<file path="src/design/time_bin_histogram_defines.svh">
// ----------------------------------------------------------------------------
// time bin histogram assertion macros
// shared concurrent assertion forms, clocked on clock and held off in reset
// ----------------------------------------------------------------------------
`ifndef TIME_BIN_HISTOGRAM_DEFINES_SVH
`define TIME_BIN_HISTOGRAM_DEFINES_SVH

// same-cycle implication
`define TBH_ASSERT_SAME(label, ante, cons) \
   label: assert property (@(posedge clock) disable iff (reset) (ante) |-> (cons)) \
      else $error("time_bin_histogram: same-cycle check failed");

// next-cycle implication
`define TBH_ASSERT_NEXT(label, ante, cons) \
   label: assert property (@(posedge clock) disable iff (reset) (ante) |=> (cons)) \
      else $error("time_bin_histogram: next-cycle check failed");

`endif

</file>
<file path="src/design/tbh_pkg.sv">
// ----------------------------------------------------------------------------
// tbh_pkg
// shared types, sizes and helpers of the time bin histogram
// ----------------------------------------------------------------------------
`timescale 1ns / 1ps
`default_nettype none

package tbh_pkg;

   localparam int TIME_W      = 20;
   localparam int EVT_W       = 16;
   localparam int VALUE_W     = 32;
   localparam int STATUS_W    = 2;
   localparam int KIND_W      = 2;
   localparam int BIN_COUNT   = 4096;
   localparam int COUNT_WIDTH = 32;
   localparam int ADDR_W      = $clog2(BIN_COUNT);
   localparam int SPAN_W      = ADDR_W + 1;
   localparam int ADD_W       = ((COUNT_WIDTH > EVT_W) ? COUNT_WIDTH : EVT_W) + 1;

   localparam logic [TIME_W:0]        BIN_LIMIT = (TIME_W + 1)'(BIN_COUNT);
   localparam logic [COUNT_WIDTH-1:0] COUNT_MAX = {COUNT_WIDTH{1'b1}};
   localparam logic [VALUE_W-1:0]     VALUE_MAX = {VALUE_W{1'b1}};

   localparam logic [STATUS_W-1:0] STATUS_DONE    = STATUS_W'(0);
   localparam logic [STATUS_W-1:0] STATUS_START   = STATUS_W'(1);
   localparam logic [STATUS_W-1:0] STATUS_OUTSIDE = STATUS_W'(2);

   typedef enum logic [KIND_W-1:0] {
      KIND_ADD  = 2'd0,
      KIND_READ = 2'd1,
      KIND_SUM  = 2'd2,
      KIND_NOP  = 2'd3
   } kind_type;

   typedef enum logic [1:0] {
      S_CLEAR,
      S_IDLE,
      S_ACCESS,
      S_SUM
   } fsm_state_type;

   // window decode of one request
   typedef struct packed {
      logic              start_evt;
      logic              in_win;
      logic [ADDR_W-1:0] slot;
      logic [ADDR_W-1:0] lo;
      logic [SPAN_W-1:0] hi;
      logic              empty;
   } dec_type;

   // clamp a bin count to the result width
   function automatic logic [VALUE_W-1:0] sat_value(input logic [COUNT_WIDTH-1:0] c);
      logic [63:0] wide;
      wide = 64'(c);
      return (wide > 64'(VALUE_MAX)) ? VALUE_MAX : wide[VALUE_W-1:0];
   endfunction

endpackage

`default_nettype wire

</file>
<file path="src/design/tbh_decode.sv">
// ----------------------------------------------------------------------------
// tbh_decode
// maps request times onto histogram entries and clips sum ranges
// ----------------------------------------------------------------------------
`timescale 1ns / 1ps
`default_nettype none

module tbh_decode import tbh_pkg::*; (
   input  wire logic [TIME_W-1:0] time_bin,
   input  wire logic [TIME_W-1:0] end_bin,
   input  wire logic [TIME_W-1:0] time_zero,
   output dec_type                dec
);

   logic [TIME_W:0]   diff;
   logic [TIME_W-1:0] lo_full;
   logic [TIME_W-1:0] hi_full;
   logic [SPAN_W-1:0] hi_clip;

   always_comb begin
      diff    = {1'b0, time_bin} - {1'b0, time_zero};
      lo_full = (time_bin > time_zero) ? (time_bin - time_zero) : '0;
      hi_full = (end_bin > time_zero) ? (end_bin - time_zero) : '0;
      // end clipped down to the window end
      if ({1'b0, hi_full} > BIN_LIMIT) begin
         hi_clip = SPAN_W'(BIN_COUNT);
      end else begin
         hi_clip = hi_full[SPAN_W-1:0];
      end

      dec.start_evt = (time_bin == '0);
      dec.in_win    = !diff[TIME_W] && (diff < BIN_LIMIT);
      dec.slot      = diff[ADDR_W-1:0];
      dec.lo        = lo_full[ADDR_W-1:0];
      dec.hi        = hi_clip;
      dec.empty     = (lo_full >= TIME_W'(hi_clip));
   end

endmodule

`default_nettype wire

</file>
<file path="config.mk">
export PLATFORM = sky130hd
export DESIGN_NAME = tbh_decode
export DESIGN_NICKNAME = d
export VERILOG_FILES = /design/src/design/time_bin_histogram_defines.svh /design/src/design/tbh_pkg.sv /design/src/design/tbh_decode.sv
export SDC_FILE = /design/constraint.sdc
export NUM_CORES = 1
export LEC_CHECK = 0
export ABC_CLOCK_PERIOD_IN_PS = 14200
export BUFFER_PORTS_ARGS = -buffer_cell sky130_fd_sc_hd__buf_2
export CORE_MARGIN = 4
export CORE_UTILIZATION = 35
export DETAILED_ROUTE_END_ITERATION = 10
export PLACE_DENSITY = 0.57
export SLEW_MARGIN = 20
export SYNTH_ARGS = -nofsm -noshare
export SYNTH_HDL_FRONTEND = slang
export SYNTH_SLANG_ARGS = --single-unit
</file>
<file path="constraint.sdc">
create_clock -name vclk -period 14.2
set_clock_uncertainty 0.05 [all_clocks]
set_input_delay 1.42 -clock vclk [all_inputs]
set_output_delay 1.42 -clock vclk [all_outputs]
set_load 0.05 [all_outputs]
</file>
==> impl_metrics.ini <==
[detailed_routing]
drt_wl_total_mm = 10.5
vias = 3667
drtAntennaViolNets = 0
wl_per_cell_microns = 16.5
dr.pass1.iters = 5
route.detailed.drc = 0
avgViaCountPerCell = 5.77
drt_iter0_markers = 145

[logic_synthesis]
yosys_warnings = 0
netlist_area_sq_um = 3060
netlist-cell-type-count = 61
synth_fp_nets = 558
syn_avg_cell_area_sq_um = 6.90
syn-instance-count = 443
ys_seq_area_share_pct = 0

[power]
p_per_area_nw_per_um2 = 64.6
swShare_pct = 66.3
p_switching_mw = 0.155
p_clk_share_pct = 0
internal_power_mw = 0.0789
peakVddDrop_mv = 0.0552
pwr-share-seq_pct = 0
p_comb_share_pct = 100.0
leakage_nw = 1.73

[cells_and_area]
drive_gt1_share_pct = 22.8
final_common_cell = buf_2
diodes = 0
clkbuf_count = 0
layout.nets = 647
syn_to_final_growth_pct = 18.5
finalInstanceArea_sq_um = 3620
layout_common_cells = 100 x buf_2, 53 x ha_1, 35 x nand2_1, 35 x a21oi_1, 31 x inv_1
n_sequential_cell = 0
fin_util_pct = 43.4
register_area_sq_um = 0
finalNonFillerCells = 635

[worst_hold_path]
min_path_cells = 5
hold_path_class = primary input to output pin

[place]
place_inst = 635
portBuffers = 100
placed_area_sq_um = 3620
post-place-ws_ns = 6.27
gp_congestion = 0.943
dpl.hpwl_mm = 9.18

[grt]
grt_first_pass_wirelength_mm = 15.9
grt_max_degree = 17
antenna_found_initial = 0
grt_pass1_vias = 3371
grt.total_usage_pct = 18.7
overflow = 0

[sta]
layout_setup_ws_ns = 6.20
fin_crit_ns = 8.00
grt_setup_unrepaired = no
fmax_mhz = 125
tns_ns = 0
timing_worst_slew_pin_value_ns = 0.738
drv_slew = 0
setup_violations = 0
maxSlewHeadroom_pct = 50.5
hold_violations = 0
fin_crit_sh_pct = 56.3

[die]
die_h_microns = 101
die-area_sq_um = 10300
core_sq_um = 8340
rows = 33
io_pins = 100
fp.dieW_microns = 101
start_util_pct = 36.6

[setup_path]
start_kind = primary input
critPathKind = primary input to output pin
arrival_ns = 6.53
crit_path_end_kind = output pin
required_ns = 12.73
path_max_fanout = 16

[run_status]
status = complete, no violations

[clock_network]
cts_setup_buffers = 0
hold_buffers = 0
ctsResizeCount = 0

[flow_run]
cap_violations = 0
## worst max-delay path: stages
cell and delay (ns):
buf_2 0.09, inv_1 0.06, ha_1 0.48, or2_2 0.19, o311ai_0 0.17, a311oi_1 0.51, mux2_2 0.40, nand3b_1 0.13
a21boi_0 0.22, nand4b_1 0.50, or3_2 0.64, ha_1 0.32, a21o_1 0.18, a21oi_1 0.13, o21ai_0 0.10, a211oi_1 0.27
nor3_1 0.08, a211oi_1 0.27, o21ai_0 0.13, buf_2 0.23
## cells by family after synthesis
| kind of cell | count (synthesis) | share of synthesized area (%) |
|---|---|---|
| AOI/OAI and AO/OA | 137 | 30.5 |
| adders and majority gates | 55 | 23.0 |
| xor gates and xnor gates | 31 | 8.88 |
| and+or+nand+nor | 173 | 30.7 |
| muxes | 3 | 1.06 |
| buffers and inverters | 44 | 5.94 |
## synthesized netlist by cell type (all sizes together) (8+ instances only)
cell type | count | area [sq um]
nor2 | 27 | 109
or3 | 8 | 55.1
and2 | 8 | 50.1
nand2 | 35 | 131
xor2 | 13 | 114
nor3 | 20 | 100
o211ai | 8 | 60.1
a21o | 14 | 105
o21ai | 25 | 125
nor2b | 14 | 87.6
nand3 | 12 | 60.1
ha | 53 | 663
nor4 | 10 | 62.6
xnor2 | 18 | 158
inv | 31 | 116
a21oi | 36 | 184
a211oi | 10 | 75.1
clkbuf | 10 | 37.5
## metal layers
layer	track usage (%)	up-vias	routed length, microns
met2	33.4	113	5080
met5	0	-	0
met1	25.5	1700	4710
met3	0.689	12	525
li1	-	1842	-
met4	2.66	0	155
## area by class of cell
type                            count  area [sq um]
Fill cell                         911          4720
Multi-Input combinational cell    399          2880
Timing Repair Buffer              100           500
Tap cell                          105           131
Inverter                           31           116
## worst paths after layout
| kind | from | end | slack, ns |
|---|---|---|---|
| worst max-delay path | time_zero[10] | dec[0] | 6.20 |
| worst min-delay path | time_bin[0] | dec[39] | 3.20 |
## through the flow
stage | power, mW | hold WS (ns)
final | 0.234 | 3.20
after global routing | 0.253 | 3.24
after CTS | 0.233 | 3.21
after detailed placement | 0.231 | 3.20
after global placement | 0.231 | 3.21
after floorplan | 0.178 | 3.04
## power by group through the flow
| stage | combinational [mW] | sequential (mW) | clock, mW |
|---|---|---|---|
| after floorplan | 0.178 | 0 | 0 |
| after global placement | 0.231 | 0 | 0 |
| after detailed placement | 0.231 | 0 | 0 |
| after CTS | 0.233 | 0 | 0 |
| after global routing | 0.253 | 0 | 0 |
| final | 0.234 | 0 | 0 |
No activity file was read; power rests on OpenSTA's default activity.
